### config.mk
export PLATFORM = sky130hd
export DESIGN_NAME = bayesian_wall_detector
export DESIGN_NICKNAME = d
export VERILOG_FILES = /design/src/rtl/bwd_pkg.sv /design/src/rtl/bwd_mul.sv /design/src/rtl/bwd_div.sv /design/src/rtl/bayesian_wall_detector.sv
export SDC_FILE = /design/constraint.sdc
export NUM_CORES = 1
export LEC_CHECK = 0
export ABC_CLOCK_PERIOD_IN_PS = 7200
export BUFFER_PORTS_ARGS = -buffer_cell sky130_fd_sc_hd__buf_4
export CORE_MARGIN = 4
export CORE_UTILIZATION = 32
export CTS_CLUSTER_DIAMETER = 100
export CTS_CLUSTER_SIZE = 10
export DETAILED_ROUTE_END_ITERATION = 12
export PLACE_DENSITY_LB_ADDON = 0.05
export SLEW_MARGIN = 30
export SYNTH_ARGS = -nofsm -noshare
export SYNTH_HDL_FRONTEND = slang
export SYNTH_HIERARCHICAL = 1
export SYNTH_SLANG_ARGS = --single-unit
### constraint.sdc
create_clock -name clk -period 7.2 [get_ports clk]
set_clock_uncertainty 0.15 [all_clocks]
set_input_delay 1.44 -clock clk [delete_from_list [all_inputs] [get_ports clk]]
set_output_delay 1.44 -clock clk [all_outputs]
set_load 0.05 [all_outputs]
### src/rtl/bwd_pkg.sv
// Shared definitions for the Bayesian wall detector: register indexes,
// the sequencer state type and the status record of the serial units.
// Depends on nothing; every other file of the block imports it.
package bwd_pkg;

  localparam int LIMIT_W   = 12;
  localparam int CFG_IDX_W = 3;

  localparam logic [CFG_IDX_W-1:0] REG_USE_BAYES      = 3'd0;
  localparam logic [CFG_IDX_W-1:0] REG_SIDE_LIMIT     = 3'd1;
  localparam logic [CFG_IDX_W-1:0] REG_FRONT_LIMIT    = 3'd2;
  localparam logic [CFG_IDX_W-1:0] REG_HIT_GIVEN_WALL = 3'd3;
  localparam logic [CFG_IDX_W-1:0] REG_HIT_GIVEN_OPEN = 3'd4;
  localparam logic [CFG_IDX_W-1:0] REG_WALL_CONFIDENT = 3'd5;
  localparam logic [CFG_IDX_W-1:0] REG_OPEN_CONFIDENT = 3'd6;

  typedef enum logic [2:0] {
    S_IDLE,
    S_LOAD,
    S_MUL,
    S_DIV,
    S_NEXT,
    S_DECIDE,
    S_EMIT
  } state_t;

  typedef struct packed {
    logic busy;
    logic done;
  } unit_status_t;

endpackage

### src/rtl/bwd_mul.sv
// Bit-serial multiplier pair for the Bayes update: forms lik_a*wt_a and
// lik_a*wt_a + lik_b*wt_b, one multiplier bit per cycle.
// Depends on bwd_pkg for the unit status record.
module bwd_mul #(
  parameter int PROB_FRAC_BITS = 16
) (
  input  logic                        clk,
  input  logic                        rst,
  input  logic                        start,
  input  logic [PROB_FRAC_BITS:0]     lik_a,
  input  logic [PROB_FRAC_BITS:0]     lik_b,
  input  logic [PROB_FRAC_BITS:0]     wt_a,
  input  logic [PROB_FRAC_BITS:0]     wt_b,
  output logic [2*PROB_FRAC_BITS:0]   num,
  output logic [2*PROB_FRAC_BITS:0]   den,
  output bwd_pkg::unit_status_t       status
);
  import bwd_pkg::*;

  localparam int PW     = PROB_FRAC_BITS + 1;
  localparam int PROD_W = 2 * PROB_FRAC_BITS + 1;
  localparam int CNT_W  = $clog2(PW);

  logic [PROD_W-1:0] sa;
  logic [PROD_W-1:0] sb;
  logic [PW-1:0]     ma;
  logic [PW-1:0]     mb;
  logic [CNT_W-1:0]  cnt;
  logic              busy;
  logic              done;
  logic [PROD_W-1:0] term_a;
  logic [PROD_W-1:0] term_b;

  assign term_a = ma[0] ? sa : '0;
  assign term_b = mb[0] ? sb : '0;

  always_ff @(posedge clk) begin
    if (rst) begin
      busy <= 1'b0;
      done <= 1'b0;
      cnt  <= '0;
    end else begin
      done <= 1'b0;
      if (start) begin
        busy <= 1'b1;
        cnt  <= '0;
      end else if (busy) begin
        if (cnt == CNT_W'(PW - 1)) begin
          busy <= 1'b0;
          done <= 1'b1;
        end
        cnt <= cnt + 1'b1;
      end
    end
  end

  // The denominator never exceeds one in Q1.2F, so it fits the product width.
  always_ff @(posedge clk) begin
    if (start) begin
      sa  <= PROD_W'(lik_a);
      sb  <= PROD_W'(lik_b);
      ma  <= wt_a;
      mb  <= wt_b;
      num <= '0;
      den <= '0;
    end else if (busy) begin
      num <= num + term_a;
      den <= den + term_a + term_b;
      sa  <= sa << 1;
      sb  <= sb << 1;
      ma  <= ma >> 1;
      mb  <= mb >> 1;
    end
  end

  assign status = '{busy: busy, done: done};

endmodule

### src/rtl/bwd_div.sv
// Radix-2 restoring divider: one quotient bit per cycle, giving
// floor(num * 2^F / den) for num no greater than den.
// Depends on bwd_pkg for the unit status record.
module bwd_div #(
  parameter int PROB_FRAC_BITS = 16
) (
  input  logic                        clk,
  input  logic                        rst,
  input  logic                        start,
  input  logic [2*PROB_FRAC_BITS:0]   num,
  input  logic [2*PROB_FRAC_BITS:0]   den,
  output logic [PROB_FRAC_BITS:0]     quo,
  output bwd_pkg::unit_status_t       status
);
  import bwd_pkg::*;

  localparam int PW     = PROB_FRAC_BITS + 1;
  localparam int PROD_W = 2 * PROB_FRAC_BITS + 1;
  localparam int REM_W  = 2 * PROB_FRAC_BITS + 2;
  localparam int CNT_W  = $clog2(PW);

  logic [REM_W-1:0]  rem;
  logic [PROD_W-1:0] dvs;
  logic [REM_W-1:0]  diff;
  logic              ge;
  logic [CNT_W-1:0]  cnt;
  logic              busy;
  logic              done;

  assign ge   = rem >= REM_W'(dvs);
  assign diff = ge ? rem - REM_W'(dvs) : rem;

  always_ff @(posedge clk) begin
    if (rst) begin
      busy <= 1'b0;
      done <= 1'b0;
      cnt  <= '0;
    end else begin
      done <= 1'b0;
      if (start) begin
        busy <= 1'b1;
        cnt  <= '0;
      end else if (busy) begin
        if (cnt == CNT_W'(PW - 1)) begin
          busy <= 1'b0;
          done <= 1'b1;
        end
        cnt <= cnt + 1'b1;
      end
    end
  end

  // The first step yields the integer bit, the rest the fraction bits.
  always_ff @(posedge clk) begin
    if (start) begin
      rem <= REM_W'(num);
      dvs <= den;
    end else if (busy) begin
      rem <= diff << 1;
      quo <= {quo[PW-2:0], ge};
    end
  end

  assign status = '{busy: busy, done: done};

endmodule

### src/rtl/bayesian_wall_detector.sv
// Bayesian wall detector: top level with the configuration registers, the
// four wall probabilities and the sequencer over the serial units.
// Depends on bwd_pkg, bwd_mul and bwd_div.
//
// Input items arrive on the s_axis channel: four distance readings and the
// heading. Each accepted item yields exactly one result item on m_axis: an
// absolute wall mask on tdata and, on tuser, a flag that says whether the
// mask is committed.
// The user is to write registers through cfg_we/cfg_index/cfg_data only
// while the block is idle; checking this is left to the user.
// Direct mode goes from acceptance straight to S_EMIT, which moves the result
// into the output register once that register is free. In Bayesian mode the
// four probabilities are updated one after another, each by a bit-serial
// multiply of PROB_FRAC_BITS+1 steps and, unless the denominator is zero, a
// restoring division of as many steps, with S_LOAD and S_NEXT around each
// update and S_DECIDE before S_EMIT.
// One item is worked on at a time; the next is accepted as soon as the
// result has moved into the output register, even if it still waits there.
// If the receiver stalls with a result already held, the finished result
// waits in the sequencer until the output register frees.
// Reset is synchronous: registers take their defaults, the probabilities
// return to one half and no result is pending.
module bayesian_wall_detector #(
  parameter int PROB_FRAC_BITS = 16,
  parameter int DIST_BITS      = 12,
  localparam int PW    = PROB_FRAC_BITS + 1,
  localparam int CFG_W = (bwd_pkg::LIMIT_W > PW) ? bwd_pkg::LIMIT_W : PW,
  localparam int IN_TW = ((4 * DIST_BITS + 2 + 7) / 8) * 8
) (
  input  logic                            clk,
  input  logic                            rst,
  input  logic                            s_axis_tvalid,
  output logic                            s_axis_tready,
  // left_side_distance, right_side_distance, front_left_distance,
  // front_right_distance, heading
  input  logic [IN_TW-1:0]                s_axis_tdata,
  output logic                            m_axis_tvalid,
  input  logic                            m_axis_tready,
  // wall_mask
  output logic [7:0]                      m_axis_tdata,
  // mask_valid
  output logic                            m_axis_tuser,
  input  logic                            cfg_we,
  input  logic [bwd_pkg::CFG_IDX_W-1:0]   cfg_index,
  input  logic [CFG_W-1:0]                cfg_data
);
  import bwd_pkg::*;

  localparam int PROD_W = 2 * PROB_FRAC_BITS + 1;
  localparam int CMP_W  = (DIST_BITS > LIMIT_W) ? DIST_BITS : LIMIT_W;
  localparam int D      = DIST_BITS;

  localparam logic [PW-1:0] PONE    = PW'(64'd1 << PROB_FRAC_BITS);
  localparam logic [PW-1:0] PHALF   = PW'(64'd1 << (PROB_FRAC_BITS - 1));
  localparam logic [PW-1:0] TENTH_9 = PW'(((64'd9 << PROB_FRAC_BITS) + 64'd5) / 64'd10);
  localparam logic [PW-1:0] TENTH_2 = PW'(((64'd2 << PROB_FRAC_BITS) + 64'd5) / 64'd10);
  localparam logic [PW-1:0] TENTH_1 = PW'(((64'd1 << PROB_FRAC_BITS) + 64'd5) / 64'd10);

  function automatic logic [PW-1:0] sat_one(input logic [PW-1:0] v);
    return (v > PONE) ? PONE : v;
  endfunction

  function automatic logic [3:0] build_mask(input logic [1:0] h, input logic l,
                                            input logic r, input logic f);
    logic [3:0] m;
    m = '0;
    m[h + 2'd3] = l;
    m[h + 2'd1] = r;
    m[h]        = f;
    return m;
  endfunction

  // Configuration registers
  logic                use_bayes;
  logic [LIMIT_W-1:0]  side_limit;
  logic [LIMIT_W-1:0]  front_limit;
  logic [PW-1:0]       hit_wall;
  logic [PW-1:0]       hit_open;
  logic [PW-1:0]       wall_conf;
  logic [PW-1:0]       open_conf;

  logic [PW-1:0]       prob [4];

  state_t              state;
  state_t              state_next;
  logic [1:0]          ch;
  logic [1:0]          heading;
  logic [3:0]          hits;
  logic [3:0]          res_mask;
  logic                res_valid;
  logic                m_valid;
  logic [7:0]          m_data;
  logic                m_user;

  logic                mul_start;
  logic                div_start;
  unit_status_t        mul_st;
  unit_status_t        div_st;
  logic [PROD_W-1:0]   mul_num;
  logic [PROD_W-1:0]   mul_den;
  logic [PW-1:0]       div_q;

  // Input fields
  logic [D-1:0]        in_ls;
  logic [D-1:0]        in_rs;
  logic [D-1:0]        in_fl;
  logic [D-1:0]        in_fr;
  logic [1:0]          in_heading;
  logic [3:0]          in_hits;
  logic [3:0]          direct_mask;

  assign in_ls      = s_axis_tdata[D-1:0];
  assign in_rs      = s_axis_tdata[2*D-1:D];
  assign in_fl      = s_axis_tdata[3*D-1:2*D];
  assign in_fr      = s_axis_tdata[4*D-1:3*D];
  assign in_heading = s_axis_tdata[4*D+1:4*D];

  assign in_hits[0] = CMP_W'(in_ls) < CMP_W'(side_limit);
  assign in_hits[1] = CMP_W'(in_rs) < CMP_W'(side_limit);
  assign in_hits[2] = CMP_W'(in_fl) < CMP_W'(front_limit);
  assign in_hits[3] = CMP_W'(in_fr) < CMP_W'(front_limit);

  assign direct_mask = build_mask(in_heading, in_hits[0], in_hits[1],
                                  in_hits[2] | in_hits[3]);

  // Operands of the current channel's update
  logic [PW-1:0] cur_p;
  logic [PW-1:0] lw_sat;
  logic [PW-1:0] lo_sat;
  logic [PW-1:0] lik_w;
  logic [PW-1:0] lik_o;

  assign cur_p  = sat_one(prob[ch]);
  assign lw_sat = sat_one(hit_wall);
  assign lo_sat = sat_one(hit_open);
  assign lik_w  = hits[ch] ? lw_sat : PONE - lw_sat;
  assign lik_o  = hits[ch] ? lo_sat : PONE - lo_sat;

  // Commit decision over the updated probabilities
  logic [3:0] conf;
  logic       all_conf;
  logic [3:0] bayes_mask;

  always_comb begin
    for (int i = 0; i < 4; i++) begin
      conf[i] = (prob[i] > wall_conf) || (prob[i] < open_conf);
    end
  end

  assign all_conf   = (&conf) && (prob[2] == prob[3]);
  assign bayes_mask = build_mask(heading, prob[0] > wall_conf, prob[1] > wall_conf,
                                 (prob[2] > wall_conf) && (prob[3] > wall_conf));

  bwd_mul #(.PROB_FRAC_BITS(PROB_FRAC_BITS)) u_mul (
    .clk    (clk),
    .rst    (rst),
    .start  (mul_start),
    .lik_a  (lik_w),
    .lik_b  (lik_o),
    .wt_a   (cur_p),
    .wt_b   (PONE - cur_p),
    .num    (mul_num),
    .den    (mul_den),
    .status (mul_st)
  );

  bwd_div #(.PROB_FRAC_BITS(PROB_FRAC_BITS)) u_div (
    .clk    (clk),
    .rst    (rst),
    .start  (div_start),
    .num    (mul_num),
    .den    (mul_den),
    .quo    (div_q),
    .status (div_st)
  );

  always_ff @(posedge clk) begin
    if (rst) begin
      state <= S_IDLE;
    end else begin
      state <= state_next;
    end
  end

  always_comb begin
    state_next = state;
    mul_start  = 1'b0;
    div_start  = 1'b0;
    unique case (state)
      S_IDLE: begin
        if (s_axis_tvalid) begin
          state_next = use_bayes ? S_LOAD : S_EMIT;
        end
      end
      S_LOAD: begin
        mul_start  = 1'b1;
        state_next = S_MUL;
      end
      S_MUL: begin
        if (mul_st.done) begin
          // A zero denominator keeps the prior, so the division is skipped.
          if (mul_den == '0) begin
            state_next = S_NEXT;
          end else begin
            div_start  = 1'b1;
            state_next = S_DIV;
          end
        end
      end
      S_DIV: begin
        if (div_st.done) begin
          state_next = S_NEXT;
        end
      end
      S_NEXT: begin
        state_next = (ch == 2'd3) ? S_DECIDE : S_LOAD;
      end
      S_DECIDE: begin
        state_next = S_EMIT;
      end
      S_EMIT: begin
        if (!m_valid || m_axis_tready) begin
          state_next = S_IDLE;
        end
      end
      default: begin
        state_next = S_IDLE;
      end
    endcase
  end

  // Configuration, probabilities and the output handshake
  always_ff @(posedge clk) begin
    if (rst) begin
      use_bayes   <= 1'b1;
      side_limit  <= LIMIT_W'(90);
      front_limit <= LIMIT_W'(80);
      hit_wall    <= TENTH_9;
      hit_open    <= TENTH_2;
      wall_conf   <= TENTH_9;
      open_conf   <= TENTH_1;
      for (int i = 0; i < 4; i++) begin
        prob[i] <= PHALF;
      end
      m_valid     <= 1'b0;
    end else begin
      if (cfg_we) begin
        unique case (cfg_index)
          REG_USE_BAYES:      use_bayes   <= cfg_data[0];
          REG_SIDE_LIMIT:     side_limit  <= cfg_data[LIMIT_W-1:0];
          REG_FRONT_LIMIT:    front_limit <= cfg_data[LIMIT_W-1:0];
          REG_HIT_GIVEN_WALL: hit_wall    <= cfg_data[PW-1:0];
          REG_HIT_GIVEN_OPEN: hit_open    <= cfg_data[PW-1:0];
          REG_WALL_CONFIDENT: wall_conf   <= cfg_data[PW-1:0];
          REG_OPEN_CONFIDENT: open_conf   <= cfg_data[PW-1:0];
          default: ;
        endcase
      end
      if (state == S_DIV && div_st.done) begin
        prob[ch] <= div_q;
      end
      if (state == S_DECIDE && all_conf) begin
        for (int i = 0; i < 4; i++) begin
          prob[i] <= PHALF;
        end
      end
      if (state == S_EMIT && (!m_valid || m_axis_tready)) begin
        m_valid <= 1'b1;
      end else if (m_valid && m_axis_tready) begin
        m_valid <= 1'b0;
      end
    end
  end

  // Item payload and sequencing data
  always_ff @(posedge clk) begin
    case (state)
      S_IDLE: begin
        if (s_axis_tvalid) begin
          heading   <= in_heading;
          hits      <= in_hits;
          ch        <= 2'd0;
          res_mask  <= direct_mask;
          res_valid <= 1'b1;
        end
      end
      S_NEXT: begin
        if (ch != 2'd3) begin
          ch <= ch + 2'd1;
        end
      end
      S_DECIDE: begin
        res_valid <= all_conf;
        res_mask  <= all_conf ? bayes_mask : 4'd0;
      end
      S_EMIT: begin
        if (!m_valid || m_axis_tready) begin
          m_data <= {4'b0000, res_mask};
          m_user <= res_valid;
        end
      end
      default: ;
    endcase
  end

  assign s_axis_tready = (state == S_IDLE);
  assign m_axis_tvalid = m_valid;
  assign m_axis_tdata  = m_data;
  assign m_axis_tuser  = m_user;

  a_mul_done_in_mul: assert property (@(posedge clk) disable iff (rst)
    mul_st.done |-> state == S_MUL)
    else $error("multiplier finished outside its sequencer state");

  a_div_done_in_div: assert property (@(posedge clk) disable iff (rst)
    div_st.done |-> state == S_DIV)
    else $error("divider finished outside its sequencer state");

  a_quotient_range: assert property (@(posedge clk) disable iff (rst)
    div_st.done |-> div_q <= PONE)
    else $error("updated probability exceeds one");

  a_decide_after_last: assert property (@(posedge clk) disable iff (rst)
    state == S_DECIDE |-> ch == 2'd3)
    else $error("decision reached before all four channels were updated");

  a_direct_to_emit: assert property (@(posedge clk) disable iff (rst)
    (s_axis_tvalid && s_axis_tready && !use_bayes) |=> state == S_EMIT)
    else $error("direct-mode item did not go straight to the result stage");

endmodule
Word level (Yosys, flattened, before mapping)
Memories as Yosys holds them, arrays and structs flattened. A register that Yosys moved wholly into a read port is not among the register bits.
Cells that the tools add are included.
W data, S select, Z words.

cells by class
  mux-type cells = 82
  bitwise logic cells = 10
  equal/unequal tests = 22
  order comparisons = 29
  reductions and logical operators = 45
  $add $sub $neg = 14

operators with widths
  cell                      number
  $mux W17                  18
  $mux W33                  5
  $add A33 B33 Y33          3
  $gt A17 B17 Y1            4
  $lt A17 B17 Y1            4
  $gt A17 B17 Y1 const B    3
  $sub A17 B17 Y17 const A  3
  $lt A12 B12 Y1            4
  $ge A34 B33 Y1            1
  $logic_not A33 Y1         1
  $sub A33 B33 Y33          1
  $mux W1                   31
  $reduce_and A2 Y1         11
  $lt A2 B3 Y1 const B      7
  $mux W3                   7
  $pmux W3 S7               1
  $eq A3 B3 Y1 const B      6
  $eq A17 B17 Y1            1
  $reduce_or A17 Y1         1
  $bwmux W4                 4
  $demux W1 S2              6
  $eq A3 B2 Y1 const B      4
  $ge A2 B1 Y1 const B      6
  $logic_and A1 B1 Y1       12
  25 further kinds          58

storage, ports and cells
  memories kept = 1
  memory bits (writable) = 68
  output and inout bits = 11
  register bits after elaboration = 379
  input port bits = 81

memory list
  name  depth  width  read ports  clocked after Yosys merged registers in  wr ports  RTL line                      RTL
  prob  4      17     5           1                                        4         bayesian_wall_detector.sv:82  logic [PW-1:0] prob [4];

Logic depth before layout (Yosys ltp)
An unclocked memory read counts as a cell.

  depth in word-level cells = 11
  gate-level depth with buffers = 21
  mapped depth without buffers = 14

Hierarchy
The synthesis kept the hierarchy.

modules (own cells, without submodules)
  module                  instances  area an instance (um2)  sequential area each (um2)  cells an instance
  bayesian_wall_detector  1          13,201.4                4,564.4                     1,462
  bwd_mul                 1          11,827.6                4,144.0                     1,268
  bwd_div                 1          5,519.0                 2,652.5                     526

Worst setup path before layout
No wires, ideal clock.

  kind = register -> register
  start point = reg u_mul.ma[0]
  end point = reg u_mul.den[32]
  cell stages (with the launch flop) = 21
  slack = 2,451 ps
  arrival time = 4,478 ps
  clock period less this slack = 4,749 ps
  cell sequence = edfxtp_1 buf_4 buf_6 buf_4 buf_2 buf_1 clkbuf_1 clkbuf_1 nand2_1 fa_1 inv_1 ha_1 a21oi_1 nand2_1 or3_1 o211ai_1 a211oi_1 or2_2 o21ai_1 mux2i_1 mux2_2

between the ends
  cells in the longest elaborated chain, start to end = 3

RTL lines
  item                            RTL line       RTL
  start: declaration              bwd_mul.sv:26  logic [PW-1:0] ma;
  start signal: assignment        bwd_mul.sv:62  ma <= wt_a;
  start signal: assignment        bwd_mul.sv:71  ma <= ma >> 1;
  $mux W33                        bwd_mul.sv:34  assign term_a = ma[0] ? sa : '0;
  $add A33 B33 Y33 (2 in series)  bwd_mul.sv:68  den <= den + term_a + term_b;
  end signal: assignment          bwd_mul.sv:68
  end: declaration                bwd_mul.sv:15  output logic [2*PROB_FRAC_BITS:0] den,

No other way between the ends.
A chain may end at the register's enable or synchronous reset.

Worst setup path after layout
Ends and elaborated chain as after synthesis.

==> metrics.txt <==
# TYPE chip_impl_metric gauge
chip_impl_info{name="setup_repair_after_global_routing_missed_its_margin",value="false"} 1
chip_impl_metric{name="grt_pass1_vias",unit=""} 23700
chip_impl_metric{name="clkLatencyLatePin",unit="ns"} 0.60
chip_impl_info{name="hp-class",value="flip-flop to flip-flop"} 1
chip_impl_metric{name="cell_pwr_density",unit="nW/um2"} 282
chip_impl_metric{name="post_cts.resized_instances",unit=""} 0
chip_impl_metric{name="htree_num_levels",unit=""} 2
chip_impl_metric{name="drt.antenna.violating_nets",unit=""} 0
chip_impl_metric{name="timing.reg2reg.setup_slack",unit="ns"} 2.00
chip_impl_metric{name="sequential_cell_area_in_the_final_layout",unit="um2"} 11400
chip_impl_metric{name="detailroute.via_count",unit=""} 23800
chip_impl_metric{name="layout.nets",unit=""} 3652
chip_impl_metric{name="postRouteWirelength",unit="um"} 93700
chip_impl_metric{name="report.final.setup_viol",unit=""} 0
chip_impl_metric{name="sw_frac_of_total",unit=""} 0.374
chip_impl_metric{name="post_drt_wl_per_cell",unit="um"} 20.5
chip_impl_metric{name="min_period",unit="ns"} 5.20
chip_impl_metric{name="postCtsSetupBuffers",unit=""} 0
chip_impl_metric{name="syn_inst",unit=""} 3254
chip_impl_metric{name="final_cell_count_no_fill",unit=""} 4562
chip_impl_metric{name="power.clock.fraction",unit=""} 0.254
chip_impl_metric{name="clock_sinks",unit=""} 449
chip_impl_metric{name="fp.coreArea",unit="um2"} 94900
chip_impl_metric{name="timing_worst_slew_pin_value",unit="ns"} 0.932
chip_impl_metric{name="internal-power",unit="mW"} 5.95
chip_impl_metric{name="final_max_slew_viol_count",unit=""} 0
chip_impl_metric{name="avgViaCountPerCell",unit=""} 5.23
chip_impl_metric{name="dpl.cell_count",unit=""} 4478
chip_impl_metric{name="max_slew_margin",unit=""} 0.378
chip_impl_metric{name="critical_path_arrival",unit="ns"} 5.55
chip_impl_metric{name="detail_route.first_pass.iterations",unit=""} 5
chip_impl_metric{name="gp_routability_congestion",unit=""} 0.892
chip_impl_info{name="crit_path_end_kind",value="flip-flop"} 1
chip_impl_metric{name="report.final.hold_viol_count",unit=""} 0
chip_impl_metric{name="grt.total_usage",unit=""} 0.185
chip_impl_metric{name="pwr-share-comb",unit=""} 0.359
chip_impl_metric{name="pin_count_of_the_biggest_net_entering_global_routing",unit=""} 76
chip_impl_metric{name="total_power",unit="mW"} 9.50
chip_impl_metric{name="chipWidth",unit="um"} 317
chip_impl_metric{name="placement.setup.worst_slack",unit="ns"} 2.06
chip_impl_info{name="clock_tree_from_tritoncts",value="done"} 1
chip_impl_metric{name="finalSetupTns",unit="ns"} 0
chip_impl_metric{name="synth.yosys.warnings",unit=""} 6
chip_impl_metric{name="design.die.area",unit="um2"} 100000
chip_impl_metric{name="antenna_violations_before_repair",unit=""} 1
chip_impl_metric{name="multi_input_comb_area",unit="um2"} 17800
chip_impl_metric{name="grt-ovfl-total",unit=""} 0
chip_impl_metric{name="grt_first_pass_wirelength",unit="um"} 144000
chip_impl_metric{name="synthesis.area",unit="um2"} 30500
chip_impl_metric{name="syn-mean-instance-area",unit="um2"} 9.38
chip_impl_metric{name="layout_area_overhead",unit="%"} 10.4
chip_impl_metric{name="critPathRequiredTime",unit="ns"} 7.55
chip_impl_metric{name="post_route_cells_drive_above_1_share",unit=""} 0.103
chip_impl_metric{name="path_clk_slew",unit="ns"} 0.06
chip_impl_metric{name="max_freq",unit="GHz"} 0.192
chip_impl_info{name="cts_root_buffer",value="sky130_fd_sc_hd__clkbuf_16"} 1
chip_impl_metric{name="clockBufferDepth",unit=""} 3
chip_impl_metric{name="num_rows",unit=""} 113
chip_impl_metric{name="vdd.ir_drop.worst",unit="mV"} 0.161
chip_impl_metric{name="hold-worst-slack",unit="ns"} 0.272
chip_impl_metric{name="numCtsBuffers",unit=""} 51
chip_impl_info{name="critPathKind",value="flip-flop to flip-flop"} 1
chip_impl_metric{name="p_leak",unit="nW"} 13.7
chip_impl_metric{name="place.detailed.hpwl",unit="um"} 70200
chip_impl_metric{name="layout.filler_cells",unit=""} 9631
chip_impl_metric{name="power.net_switching",unit="mW"} 3.55
chip_impl_metric{name="route.detailed.drc",unit=""} 0
chip_impl_info{name="run_status",value="complete, no violations"} 1
chip_impl_metric{name="post_cts_hold_fix_bufs",unit=""} 0
chip_impl_metric{name="seq_power_share",unit=""} 0.387
chip_impl_metric{name="finalCritPeriodShare",unit=""} 0.722
chip_impl_metric{name="drt_iter0_drc",unit=""} 1430
chip_impl_metric{name="setup_slack",unit="ns"} 2.00
chip_impl_metric{name="io_buffer_count",unit=""} 81
chip_impl_metric{name="io_pins",unit=""} 92
chip_impl_metric{name="die_height",unit="um"} 317
chip_impl_metric{name="drv_cap",unit=""} 0
chip_impl_info{name="critical_path.startpoint_type",value="flip-flop"} 1
chip_impl_metric{name="floorplan.initialDensity",unit=""} 0.322
chip_impl_metric{name="crit_path_max_fanout",unit=""} 51
==> metal layers <==
layer,vias to the layer above,share of wire,track usage
li1,11900,-,-
met1,11400,0.46,0.245
met2,410,0.48,0.321
met3,121,0.030,0.0181
met4,0,0.028,0.0522
met5,-,0,0
==> cell type report <==
class                      count  share of cell area
antenna                        1           0.0000742
clock buffer                  78              0.0418
clock inverter                 4             0.00100
inverter                     173              0.0193
multi-input combinational   2482               0.529
sequential                   449               0.337
tap                         1265              0.0469
timing repair buffer         110              0.0251
==> state kept, by name, summed over array words and instances, names as in the netlist, 17 cells and up, named ones only <==
signal / count
u_div/rem: 34
hit_open: 17
u_mul/sb: 33
u_div/quo: 17
u_mul/den: 33
u_mul/mb: 17
u_mul/ma: 17
open_conf: 17
u_mul/num: 33
prob: 68
hit_wall: 17
u_mul/sa: 33
u_div/dvs: 33
wall_conf: 17
==> final timing paths <==
check                                 start              end  cells after the start
worst max-delay path            u_mul/ma[0]    u_mul/den[32]                     15
worst min-delay path            res_mask[3]  m_axis_tdata[3]                      0
worst max register to register  u_mul/ma[0]    u_mul/den[32]                     15
worst min register to register  res_mask[3]  m_axis_tdata[3]                      0
==> power by group through the flow <==
stage,Clock [mW],Sequential [mW],Combinational (mW)
finish,2.41,3.68,3.41
global route,2.61,3.75,3.80
CTS,2.52,3.68,3.44
detailed placement,0,3.74,3.43
global placement,0,3.74,3.37
floorplan,0,3.39,2.81
==> layout by cell type (no fill, tap or decap), types with 34 or more instances in the layout <==
| cell type | instances |
|---|---|
| sky130_fd_sc_hd__nand2_1 | 341 |
| sky130_fd_sc_hd__ha_1 | 284 |
| sky130_fd_sc_hd__nor2_1 | 250 |
| sky130_fd_sc_hd__edfxtp_1 | 237 |
| sky130_fd_sc_hd__a21oi_1 | 222 |
| sky130_fd_sc_hd__dfxtp_1 | 210 |
| sky130_fd_sc_hd__inv_1 | 171 |
| sky130_fd_sc_hd__o21ai_0 | 143 |
| sky130_fd_sc_hd__buf_4 | 107 |
| sky130_fd_sc_hd__xnor2_1 | 92 |
| sky130_fd_sc_hd__and3_1 | 91 |
| sky130_fd_sc_hd__mux2_2 | 79 |
| sky130_fd_sc_hd__and2_1 | 72 |
| sky130_fd_sc_hd__a21o_1 | 69 |
| sky130_fd_sc_hd__mux2i_1 | 67 |
| sky130_fd_sc_hd__xor2_1 | 57 |
| sky130_fd_sc_hd__clkbuf_16 | 51 |
| sky130_fd_sc_hd__nor3_1 | 47 |
| sky130_fd_sc_hd__nand3_1 | 45 |
| sky130_fd_sc_hd__nor2b_1 | 40 |
| sky130_fd_sc_hd__o211ai_1 | 37 |
| sky130_fd_sc_hd__a211oi_1 | 35 |
| sky130_fd_sc_hd__nand4_1 | 34 |
==> worst max-delay path, cell delays in order, from the launching register on <==
cell	delay, ns
sky130_fd_sc_hd__edfxtp_1	0.79
sky130_fd_sc_hd__buf_4	0.53
sky130_fd_sc_hd__nand2_1	0.18
sky130_fd_sc_hd__xnor2_1	0.18
sky130_fd_sc_hd__ha_1	0.20
sky130_fd_sc_hd__a31o_2	0.21
sky130_fd_sc_hd__ha_1	0.35
sky130_fd_sc_hd__a21o_1	0.21
sky130_fd_sc_hd__a211oi_1	0.30
sky130_fd_sc_hd__nor3_1	0.09
sky130_fd_sc_hd__a211oi_1	0.51
sky130_fd_sc_hd__a211oi_1	0.23
sky130_fd_sc_hd__or2_2	0.36
sky130_fd_sc_hd__o21ai_1	0.19
sky130_fd_sc_hd__mux2i_1	0.22
sky130_fd_sc_hd__mux2_2	0.34
==> through the flow <==
stage	cell area, um2	util
2_1_floorplan	30500	-
3_3_place_gp	32200	0.340
3_5_place_dp	32300	0.340
4_1_cts	33700	0.355
5_1_grt	33700	0.355
6_report	33700	0.355
Note: power is estimated with default switching activity, not from simulation.
